**src/hdl/lmfr_pkg.sv**
```systemverilog
`timescale 1ns / 1ps
// -----------------------------------------------------------------------------
// lmfr_pkg - shared types and constants for the LED matrix frame refresh
// Buffer geometry, action codes, register indexes and the buffer command.
// -----------------------------------------------------------------------------
package lmfr_pkg;

  // Chain geometry
  localparam int MaxDevices = 4;
  localparam int ColsPerDev = 8;
  localparam int ColW       = $clog2(ColsPerDev);
  localparam int DevW       = (MaxDevices > 1) ? $clog2(MaxDevices) : 1;
  localparam int CntW       = $clog2(MaxDevices + 1);
  localparam int AddrW      = DevW + ColW;
  localparam int Depth      = MaxDevices * ColsPerDev;

  // Field widths
  localparam int ActW    = 2;
  localparam int ColIdxW = 5;
  localparam int ByteW   = 8;
  localparam int RowW    = 3;
  localparam int RegAddrW = 4;
  localparam int DevCfgW = 3;
  localparam int CfgIdxW = 1;
  localparam int CfgDataW = 3;

  // Register indexes on the configuration channel
  localparam logic [CfgIdxW-1:0] CfgOrientation = 1'd0;
  localparam logic [CfgIdxW-1:0] CfgDeviceCount = 1'd1;

  // Input actions
  typedef enum logic [ActW-1:0] {
    ActWriteCol = 2'd0,
    ActSetPixel = 2'd1,
    ActClear    = 2'd2,
    ActRefresh  = 2'd3
  } action_e;

  // Refresh sequencer states
  typedef enum logic [1:0] {
    ScanIdle,
    ScanGather,
    ScanOut
  } scan_state_e;

  // Command to the frame buffer for one cycle
  typedef struct packed {
    logic             wr_en;
    logic [AddrW-1:0] wr_addr;
    logic [ByteW-1:0] wr_data;
    logic             clr_en;
    logic [CntW-1:0]  clr_devs;
  } buf_cmd_t;

endpackage

```
**src/hdl/lmfr_buf.sv**
```systemverilog
`timescale 1ns / 1ps
// -----------------------------------------------------------------------------
// lmfr_buf - column frame buffer
// One byte per column, one write port, one read port, and a clear of all the
// columns of the modules in use together. Cleared at reset.
// -----------------------------------------------------------------------------
module lmfr_buf (
  input  logic                     clk_i,
  input  logic                     rst_ni,
  input  lmfr_pkg::buf_cmd_t       cmd_i,
  input  logic [lmfr_pkg::AddrW-1:0] rd_addr_i,
  output logic [lmfr_pkg::ByteW-1:0] rd_data_o
);
  import lmfr_pkg::*;

  logic [ByteW-1:0] cols_q [Depth];

  // Write, clear, reset
  always_ff @(posedge clk_i or negedge rst_ni) begin
    if (!rst_ni) begin
      for (int i = 0; i < Depth; i++) begin
        cols_q[i] <= '0;
      end
    end else if (cmd_i.clr_en) begin
      for (int i = 0; i < Depth; i++) begin
        if (CntW'(i >> ColW) < cmd_i.clr_devs) begin
          cols_q[i] <= '0;
        end
      end
    end else if (cmd_i.wr_en) begin
      cols_q[cmd_i.wr_addr] <= cmd_i.wr_data;
    end
  end

  // Single read port
  assign rd_data_o = cols_q[rd_addr_i];

endmodule

```
**src/hdl/lmfr_scan.sv**
```systemverilog
`timescale 1ns / 1ps
// -----------------------------------------------------------------------------
// lmfr_scan - refresh sequencer
// Walks row addresses and modules. In the alternate orientation a shared
// bit-insert unit builds the transposed byte over eight reads, one column a
// cycle; otherwise the column byte goes out.
// -----------------------------------------------------------------------------
module lmfr_scan (
  input  logic                        clk_i,
  input  logic                        rst_ni,
  input  logic                        start_i,
  input  logic [lmfr_pkg::CntW-1:0]   devs_i,
  input  logic                        orient_alt_i,
  output logic [lmfr_pkg::AddrW-1:0]  rd_addr_o,
  input  logic [lmfr_pkg::ByteW-1:0]  rd_data_i,
  output logic                        busy_o,
  output logic                        out_valid_o,
  input  logic                        out_ready_i,
  output logic [lmfr_pkg::RegAddrW-1:0] out_addr_o,
  output logic [lmfr_pkg::ByteW-1:0]  out_data_o,
  output logic                        out_latch_o,
  output logic                        out_last_o
);
  import lmfr_pkg::*;

  scan_state_e      state_q, state_d;
  logic [RowW-1:0]  row_q, row_d;
  logic [DevW-1:0]  dev_q, dev_d;
  logic [ColW-1:0]  col_q, col_d;
  logic [ByteW-1:0] acc_q, acc_d;
  logic [ByteW-1:0] data_q, data_d;
  logic [ByteW-1:0] ins_bit;
  logic             frame_end;

  // Shared unit: place the row bit of this column, MSB first
  assign ins_bit = ByteW'(rd_data_i[row_q]) << (ColW'(ColsPerDev - 1) - col_q);

  assign frame_end = (CntW'(dev_q) + CntW'(1)) == devs_i;

  // State register
  always_ff @(posedge clk_i or negedge rst_ni) begin
    if (!rst_ni) begin
      state_q <= ScanIdle;
      row_q   <= '0;
      dev_q   <= '0;
      col_q   <= '0;
      acc_q   <= '0;
    end else begin
      state_q <= state_d;
      row_q   <= row_d;
      dev_q   <= dev_d;
      col_q   <= col_d;
      acc_q   <= acc_d;
    end
  end

  // Output byte register
  always_ff @(posedge clk_i) begin
    data_q <= data_d;
  end

  // Next state and outputs
  always_comb begin
    state_d = state_q;
    row_d   = row_q;
    dev_d   = dev_q;
    col_d   = col_q;
    acc_d   = acc_q;
    data_d  = data_q;
    case (state_q)
      ScanIdle: begin
        if (start_i) begin
          row_d   = '0;
          dev_d   = '0;
          col_d   = '0;
          acc_d   = '0;
          state_d = ScanGather;
        end
      end
      ScanGather: begin
        if (orient_alt_i) begin
          if (col_q == ColW'(ColsPerDev - 1)) begin
            data_d  = acc_q | ins_bit;
            acc_d   = '0;
            col_d   = '0;
            state_d = ScanOut;
          end else begin
            acc_d = acc_q | ins_bit;
            col_d = col_q + ColW'(1);
          end
        end else begin
          data_d  = rd_data_i;
          state_d = ScanOut;
        end
      end
      ScanOut: begin
        if (out_ready_i) begin
          if (frame_end) begin
            dev_d = '0;
            if (row_q == RowW'(ColsPerDev - 1)) begin
              state_d = ScanIdle;
            end else begin
              row_d   = row_q + RowW'(1);
              state_d = ScanGather;
            end
          end else begin
            dev_d   = dev_q + DevW'(1);
            state_d = ScanGather;
          end
        end
      end
      default: state_d = ScanIdle;
    endcase
  end

  assign rd_addr_o   = {dev_q, orient_alt_i ? col_q : ColW'(row_q)};
  assign busy_o      = (state_q != ScanIdle);
  assign out_valid_o = (state_q == ScanOut);
  assign out_addr_o  = RegAddrW'(row_q) + RegAddrW'(1);
  assign out_data_o  = data_q;
  assign out_latch_o = frame_end;
  assign out_last_o  = frame_end && (row_q == RowW'(ColsPerDev - 1));

endmodule

```
**src/hdl/led_matrix_frame_refresh.sv**
```systemverilog
`timescale 1ns / 1ps
// -----------------------------------------------------------------------------
// led_matrix_frame_refresh - column frame buffer and refresh for 8x8 drivers
// Input items: s_axis tdata = action, column index, column value, pixel row.
// Write column, set pixel and clear act on the buffer as they are accepted; the
// next item can follow straight away. A refresh emits one item per (row address, module):
// address 1..8 outer, modules in chain order inner; tuser marks the pair
// that ends a chip-select frame, tlast the final pair of the run.
// In the transposed orientation the shared bit-insert unit reads the module's
// eight columns one per cycle through the single buffer read port before each
// pair goes out; in column orientation one read gives the pair's byte.
// s_axis_tready stays low from the refresh item until its last pair has
// been taken; a stalled receiver holds the sequencer with the pair steady.
// Configuration: index 0 orientation, index 1 device count (above four acts
// as four, zero means no module: writes ignored, refresh gives nothing).
// cfg_ready_o is always high; write only while the block is idle.
// Reset clears the buffer, sets column orientation and four modules.
// -----------------------------------------------------------------------------
module led_matrix_frame_refresh (
  input  logic        clk_i,
  input  logic        rst_ni,
  // Input items
  input  logic        s_axis_tvalid,
  output logic        s_axis_tready,
  input  logic [23:0] s_axis_tdata,  // action[1:0], column_index[6:2],
                                     // column_value[14:7], pixel_row[17:15]
  // Result items
  output logic        m_axis_tvalid,
  input  logic        m_axis_tready,
  output logic [15:0] m_axis_tdata,  // reg_address[3:0], reg_data[11:4]
  output logic        m_axis_tuser,  // latch[0]
  output logic        m_axis_tlast,  // last
  // Configuration writes
  input  logic        cfg_valid_i,
  output logic        cfg_ready_o,
  input  logic [lmfr_pkg::CfgIdxW-1:0]  cfg_index_i,
  input  logic [lmfr_pkg::CfgDataW-1:0] cfg_data_i
);
  import lmfr_pkg::*;

  logic               orient_q;
  logic [DevCfgW-1:0] dev_cfg_q;
  logic [CntW-1:0]    devs;

  logic [ActW-1:0]    in_action;
  logic [ColIdxW-1:0] in_col;
  logic [ByteW-1:0]   in_value;
  logic [RowW-1:0]    in_row;
  logic               in_acc;
  logic               in_range;

  logic               scan_busy;
  logic               scan_start;
  logic [AddrW-1:0]   scan_addr;
  logic [AddrW-1:0]   rd_addr;
  logic [ByteW-1:0]   rd_data;
  logic [RegAddrW-1:0] out_addr;
  logic [ByteW-1:0]   out_data;
  buf_cmd_t           cmd;

  // Configuration registers
  assign cfg_ready_o = 1'b1;
  always_ff @(posedge clk_i or negedge rst_ni) begin
    if (!rst_ni) begin
      orient_q  <= 1'b0;
      dev_cfg_q <= DevCfgW'(4);
    end else if (cfg_valid_i) begin
      case (cfg_index_i)
        CfgOrientation: orient_q  <= cfg_data_i[0];
        CfgDeviceCount: dev_cfg_q <= DevCfgW'(cfg_data_i);
        default: ;
      endcase
    end
  end

  // Modules in use, saturated at the chain size
  assign devs = (dev_cfg_q > DevCfgW'(MaxDevices)) ? CntW'(MaxDevices) : CntW'(dev_cfg_q);

  // Input unpacking
  assign in_action = s_axis_tdata[1:0];
  assign in_col    = s_axis_tdata[6:2];
  assign in_value  = s_axis_tdata[14:7];
  assign in_row    = s_axis_tdata[17:15];

  assign s_axis_tready = ~scan_busy;
  assign in_acc        = s_axis_tvalid && s_axis_tready;
  assign in_range      = CntW'(in_col >> ColW) < devs;
  assign scan_start    = in_acc && (in_action == ActRefresh) && (devs != '0);

  // Buffer read port: scan address while refreshing, else the item's column
  assign rd_addr = scan_busy ? scan_addr : AddrW'(in_col);

  // Buffer command from the accepted item
  always_comb begin
    cmd          = '0;
    cmd.wr_addr  = AddrW'(in_col);
    cmd.clr_devs = devs;
    cmd.wr_data  = in_value;
    if (in_acc) begin
      case (in_action)
        ActWriteCol: cmd.wr_en = in_range;
        ActSetPixel: begin
          cmd.wr_en   = in_range;
          cmd.wr_data = rd_data | (ByteW'(1) << in_row);
        end
        ActClear:    cmd.clr_en = 1'b1;
        default: ;
      endcase
    end
  end

  lmfr_buf u_buf (
    .clk_i     (clk_i),
    .rst_ni    (rst_ni),
    .cmd_i     (cmd),
    .rd_addr_i (rd_addr),
    .rd_data_o (rd_data)
  );

  lmfr_scan u_scan (
    .clk_i        (clk_i),
    .rst_ni       (rst_ni),
    .start_i      (scan_start),
    .devs_i       (devs),
    .orient_alt_i (orient_q),
    .rd_addr_o    (scan_addr),
    .rd_data_i    (rd_data),
    .busy_o       (scan_busy),
    .out_valid_o  (m_axis_tvalid),
    .out_ready_i  (m_axis_tready),
    .out_addr_o   (out_addr),
    .out_data_o   (out_data),
    .out_latch_o  (m_axis_tuser),
    .out_last_o   (m_axis_tlast)
  );

  // Output packing
  assign m_axis_tdata = {4'b0000, out_data, out_addr};

endmodule
```
**config.mk**
```make
export PLATFORM = sky130hd
export DESIGN_NAME = led_matrix_frame_refresh
export DESIGN_NICKNAME = d
export VERILOG_FILES = /design/src/hdl/lmfr_pkg.sv /design/src/hdl/lmfr_buf.sv /design/src/hdl/lmfr_scan.sv /design/src/hdl/led_matrix_frame_refresh.sv
export SDC_FILE = /design/constraint.sdc
export NUM_CORES = 1
export LEC_CHECK = 0
export BUFFER_PORTS_ARGS = -buffer_cell sky130_fd_sc_hd__clkbuf_2
export CAP_MARGIN = 25
export CELL_PAD_IN_SITES_DETAIL_PLACEMENT = 1
export CELL_PAD_IN_SITES_GLOBAL_PLACEMENT = 1
export CORE_MARGIN = 1.5
export CORE_UTILIZATION = 35
export DETAILED_ROUTE_END_ITERATION = 16
export GPL_ROUTABILITY_DRIVEN = 0
export GPL_TIMING_DRIVEN = 0
export PLACE_DENSITY = 0.69
export SYNTH_ARGS = -nofsm -noshare
export SYNTH_HDL_FRONTEND = slang
export SYNTH_HIERARCHICAL = 1
export SYNTH_SLANG_ARGS = --single-unit
```
**constraint.sdc**
```tcl
create_clock -name clk_i -period 5.8 [get_ports clk_i]
set_clock_uncertainty 0.1 [all_clocks]
set_input_delay 1.45 -clock clk_i [delete_from_list [all_inputs] [get_ports clk_i]]
set_output_delay 1.45 -clock clk_i [all_outputs]
set_load 0.01 [all_outputs]
```
## Word level (Yosys, flattened, before mapping)

Index checks and enable logic that the tools add are counted.

| operators by class | value |
|---|---|
| add/sub/neg operators | 6 |
| multiply operators | 0 |
| div/mod/pow operators | 0 |
| magnitude comparators | 10 |
| eq/ne operators | 19 |
| shifts and indexed selects | 2 |
| mux-type cells | 47 |
| bitwise logic cells | 6 |
| reductions and logical operators | 24 |

Operator list:

| operator | count |
|---|---|
| 256-bit two-way mux | 2 |
| 256-bit bitwise mux | 1 |
| 8-bit two-way mux | 13 |
| 8-bit binary-select mux with 5-bit select | 1 |
| 8-bit demux with 5-bit select | 1 |
| 3-bit two-way mux | 8 |
| 8-bit OR | 2 |
| 8-bit one-hot mux with 2 select lines | 1 |
| 2-bit two-way mux | 7 |
| 2-bit by 1-bit != test with 1-bit output (second input constant) | 7 |
| 2-bit AND reduction | 7 |
| 6-bit >= comparator (second input constant) | 2 |
| 5-bit NOT with 6-bit output | 2 |
| 3-bit one-hot mux with 2 select lines | 2 |
| 9-bit two-way mux | 1 |
| 3-bit AND reduction | 3 |
| 2-bit nonzero test | 4 |
| 1-bit by 3-bit << shifter with 8-bit output | 1 |
| 1-bit by 3-bit << shifter with 8-bit output (first input constant) | 1 |
| 3-bit by 1-bit adder with 3-bit output (second input constant) | 2 |
| 2-bit == test (second input constant) | 3 |
| 3-bit == test (second input constant) | 2 |
| 1-bit by 3-bit < comparator with 1-bit output (first input constant) | 2 |
| 2-bit by 3-bit < comparator with 1-bit output (first input constant) | 2 |
| 23 further kinds | 37 |

| storage, ports and cells | value |
|---|---|
| bits in registers | 286 |
| latch bits | 0 |
| memory bits (writable) | 0 |
| bits in read-only memories | 0 |
| memories | 0 |

## Depth between registers and ports, before layout

| depth | value |
|---|---|
| depth in word-level cells | 13 |
| gate-level depth with buffers | 15 |
| depth with buffers taken out | 9 |

## Modules after synthesis

The synthesis kept the hierarchy.

By module, submodules not included:

| module | instances | cells each | area each (um^2) | sequential area each (um^2) |
|---|---|---|---|---|
| lmfr_buf | 1 | 1159 | 12388.1 | 6406.1 |
| lmfr_scan | 1 | 132 | 1465.2 | 690.7 |
| led_matrix_frame_refresh | 1 | 67 | 543.0 | 101.3 |

## Worst setup path after synthesis

No wires, ideal clock.

| timing | value |
|---|---|
| path kind | in2reg |
| start | input port s_axis_tdata[4] |
| end | register u_buf/cols_q[112] in the netlist's numbering |
| setup time | 0.136 ns |
| arrival time | 4.218 ns |
| data required time | 5.564 ns |
| path slack | 1.346 ns |
| stages on the path | 12 |
| path through | mux2_2 clkbuf_1 clkbuf_1 mux4_2 mux4_2 mux2_2 a31oi_1 a21oi_2 clkbuf_1 nand2_1 clkbuf_1 o21ai_0 |

RTL lines:

| what | RTL line | text |
|---|---|---|
| from (decl) | led_matrix_frame_refresh.sv:25 | `input logic [23:0] s_axis_tdata,` |
| to (signal, indexed assignment) | lmfr_buf.sv:31 | `cols_q[cmd_i.wr_addr] <= cmd_i.wr_data;` |
| to (decl) | lmfr_buf.sv:16 | `logic [ByteW-1:0] cols_q [Depth];` |

==> run metrics <==
deepest level of the CTS H-tree=2; Tightest Pin Transition=0.964 ns; fraction of final layout cells with drive strength greater than 1=between 10% and 20%; antenna diode count=0; Clock Latency Late Sink=0.53 ns; Die Span Y=between 200 and 250 µm; post-CTS setup buffers=0; initial antenna violation count=1; Antenna Nets Post-Route=0; drt first pass iters=5; non-filler instance count after layout=~2000; number of different library cells in the post-synthesis netlist=60; I/O pin count=54; Pint=approximately 0.0043 W; kind of cell adding the most delay to the critical path=multiplexers; Synth async-reset ratio=97.2%; most area-hungry cell type in the Yosys netlist=sky130_fd_sc_hd__dfrtp_1; count leader, synth=sky130_fd_sc_hd__nand2_1; Die W=206 µm; CTS Hold Bufs=0; final global-route overflow total=0; Final Hold Violating Endpoints=0; ordered cell list for the critical path=buf_2 -> buf_2 -> mux2_2 -> mux2_2 -> buf_6 -> buf_4 -> mux4_2 -> mux4_2 -> mux2_2 -> a31oi_1 -> a21oi_1 -> clkbuf_1 -> nand2_1 -> clkbuf_1 -> o21ai_0; pin count of the biggest net entering global routing=between 100 and 150; synth top area cells=sky130_fd_sc_hd__dfrtp_1 48%, sky130_fd_sc_hd__mux4_2 13%, sky130_fd_sc_hd__nand2_1 8.4%, sky130_fd_sc_hd__o21ai_0 6.4%, sky130_fd_sc_hd__mux2i_1 6.0%; part of the total power dissipated in the clock network=between 30% and 40%; placeable core region=around 41000 µm²; endpoint type of the worst setup path=register; required arrival time at the worst endpoint=~6.1 ns; vias post-DR=between 10000 and 15000; Via-to-Cell Ratio=5.62; warnings from Yosys=6; unrepaired setup endpoints after global routing=false; clock root buffer=sky130_fd_sc_hd__clkbuf_16; CTS tree=done; number of enable flip-flop cells after synthesis=8; synth cell count leaders=323 x sky130_fd_sc_hd__nand2_1, 277 x sky130_fd_sc_hd__dfrtp_1, 185 x sky130_fd_sc_hd__o21ai_0; clock-pin slew of the registers on the worst-case setup and hold paths=roughly 0.06 ns; Worst Path Max Fanout=10; sw frac=between 30% and 40%; area share of the leading cell type in the synthesized netlist=48.1%; average detailed-routed wire length per instance=23.5 µm; Worst setup SP type=register; Worst path most repeated cell=sky130_fd_sc_hd__mux2_2; Max Buffers Root-to-Sink=3; instance count after placement with tap cells included=1937; Port Buf Inserts=42; fraction of the core area covered by cells at the end of the flow=roughly 40%; Peak VDD IR=between 200 and 250 µV; Starting Density=roughly 35%; switching power total=around 0.0022 W; endpoint arrival time on the critical path=roughly 5.8 ns; TritonCTS sink count=roughly 290; total die area=about 42000 µm²; total clock buffers created by CTS=34; number of remaining DRC errors=0; overall routed net length=46800 µm; crit-path max cell delay=roughly 0.70 ns; global-route wire length before repair=~73000 µm; average cell area after synthesis=around 11 µm²; number of global-route vias before repair=roughly 12000; power density over cell area=390 nW/µm²; DP Wirelength=33500 µm; Combinational Power Share=around 28%; MaxCap Viol Count=0; all-layer global routing usage=a little under a quarter; sum of negative setup slack=0 ns; Synth Cell Area=approximately 14000 µm²; number of fillers in the final layout=about 4600; Final nets=1478; area growth from synthesis to final layout=14.4%; primary flip-flop cell chosen by synthesis mapping=sky130_fd_sc_hd__dfrtp_1; worst slew margin relative to its limit=35.4%; leakage power total=a little under 7 nW; number of synthesized register bits=between 200 and 300; Critical-path top delay cell=sky130_fd_sc_hd__clkbuf_1; Iteration-0 DRC Markers=~780; status=completed; max-slew violation total from the final report=0; share of synthesized area occupied by flip-flops and latches=roughly 50%; final setup fails=0; Synth Instances=1358; final worst-path cycle share=95.2%; combined buffer and inverter count along the critical path=6; share of power burned in registers=a little under two fifths; Min Clock Period, post-route=~5.5 ns; Highest Clock Rate=approximately 180 MHz; Hold Path Class=reg -> reg; crit path kind=reg -> reg; FP Rows=74
-- stage by stage --
| step | hold WS (ns) | setup slack [ns] | cell area (µm²) | total power [W] |
|---|---|---|---|---|
| floorplan | 0.343 | 1.35 | 14400 | 0.00363 |
| global placement | 0.360 | -2.94 | 15300 | 0.00422 |
| detailed placement | 0.370 | -0.854 | 15400 | 0.00429 |
| CTS | 0.382 | 0.00865 | 16500 | 0.00646 |
| global route | 0.407 | 0.105 | 16500 | 0.00670 |
| finish | 0.380 | 0.281 | 16500 | 0.00642 |
-- worst register-to-register path: stages, from the launching register on --
cell                       delay, ns
sky130_fd_sc_hd__dfrtp_1        0.38
sky130_fd_sc_hd__buf_2          0.24
sky130_fd_sc_hd__buf_2          0.31
sky130_fd_sc_hd__mux2_2         0.38
sky130_fd_sc_hd__mux2_2         0.28
sky130_fd_sc_hd__buf_6          0.17
sky130_fd_sc_hd__buf_4          0.23
sky130_fd_sc_hd__mux4_2         0.51
sky130_fd_sc_hd__mux4_2         0.53
sky130_fd_sc_hd__mux2_2         0.34
sky130_fd_sc_hd__a31oi_1        0.16
sky130_fd_sc_hd__a21oi_1        0.08
sky130_fd_sc_hd__clkbuf_1       0.30
sky130_fd_sc_hd__nand2_1        0.41
sky130_fd_sc_hd__clkbuf_1       0.70
sky130_fd_sc_hd__o21ai_0        0.25
-- repair_timing --
item                                    CTS  global route
pin swaps                                 0             0
cloned                                    0             0
endpoints found under the setup margin   62            21
gates resized for setup                   6             0
-- final timing paths --
check | cells after the start | startpoint | slack [ns] | end
max in group asynchronous | 3 | rst_ni | 3.36 | u_buf/cols_q[251]
max reg2reg | 15 | orient_q | 0.28 | u_buf/cols_q[125]
min | 2 | u_buf/cols_q[135] | 0.38 | u_buf/cols_q[135]
min reg2reg | 2 | u_buf/cols_q[135] | 0.38 | u_buf/cols_q[135]
min in group asynchronous | 1 | rst_ni | 0.80 | u_buf/cols_q[165]
max | 15 | orient_q | 0.28 | u_buf/cols_q[125]
-- metal layers --
layer | track usage [%] | vias up | part of all wire (%)
met5 | 0 | - | 0.028
met4 | 6.44 | 2 | 2.3
met3 | 3.50 | 63 | 5.1
met2 | 38.1 | 292 | 49
met1 | 30.7 | 5888 | 44
li1 | - | 4965 | -
-- cells by family after synthesis --
group	Yosys count	synth area share, %
AO/OA/AOI/OAI	264	10.4
multiplexers	185	20.0
buffers and inverters	128	4.02
flip-flops	286	50.0
XOR/XNOR	3	0.183
AND/OR/NAND/NOR	484	14.8
adder cells (fa/ha/maj)	6	0.521
other	2	0.0522
-- power by group through the flow --
stage | clock (W) | sequential, W | combinational, W
3_5_place_dp | 0 | 0.00247 | 0.00181
2_1_floorplan | 0 | 0.00241 | 0.00122
4_1_cts | 0.00220 | 0.00244 | 0.00182
6_report | 0.00215 | 0.00244 | 0.00182
5_1_grt | 0.00226 | 0.00247 | 0.00196
3_3_place_gp | 0 | 0.00246 | 0.00176
-- cell usage in the layout, fill, tap and decap left out, drive strengths merged, types with 5 or more instances in the layout --
cell type	n
buf	31
o21ai	192
a31oi	8
clkinv	7
ha	6
o2111ai	8
mux4	80
a21oi	11
nor3	17
mux2	19
nand3	67
nand2b	13
nand2	323
conb	5
mux2i	86
nand3b	5
dfrtp	277
edfxtp	8
nor2	31
clkbuf	174
o31ai	22
a22oi	8
inv	13
or2	6
-- flip-flops by register name (all words and copies together), names as in the netlist --
name,count
dev_cfg_q,3
orient_q,1
u_buf/cols_q,256
u_scan/acc_q,8
u_scan/col_q,3
u_scan/dev_q,2
u_scan/out_data_o,8
u_scan/row_q,3
u_scan/state_q,2
-- area by class of cell --
type | count | area, µm² | share of cell area [%]
clock inverter | 10 | 83.8 | 0.509
buffer | 113 | 529 | 3.21
clock buffer | 48 | 1040 | 6.29
tap | 532 | 666 | 4.04
sequential | 286 | 7200 | 43.7
inverter | 13 | 48.8 | 0.296
multi-input combinational | 947 | 6640 | 40.3
timing repair buffer | 44 | 274 | 1.66
Power figures use the tool's default switching activity.
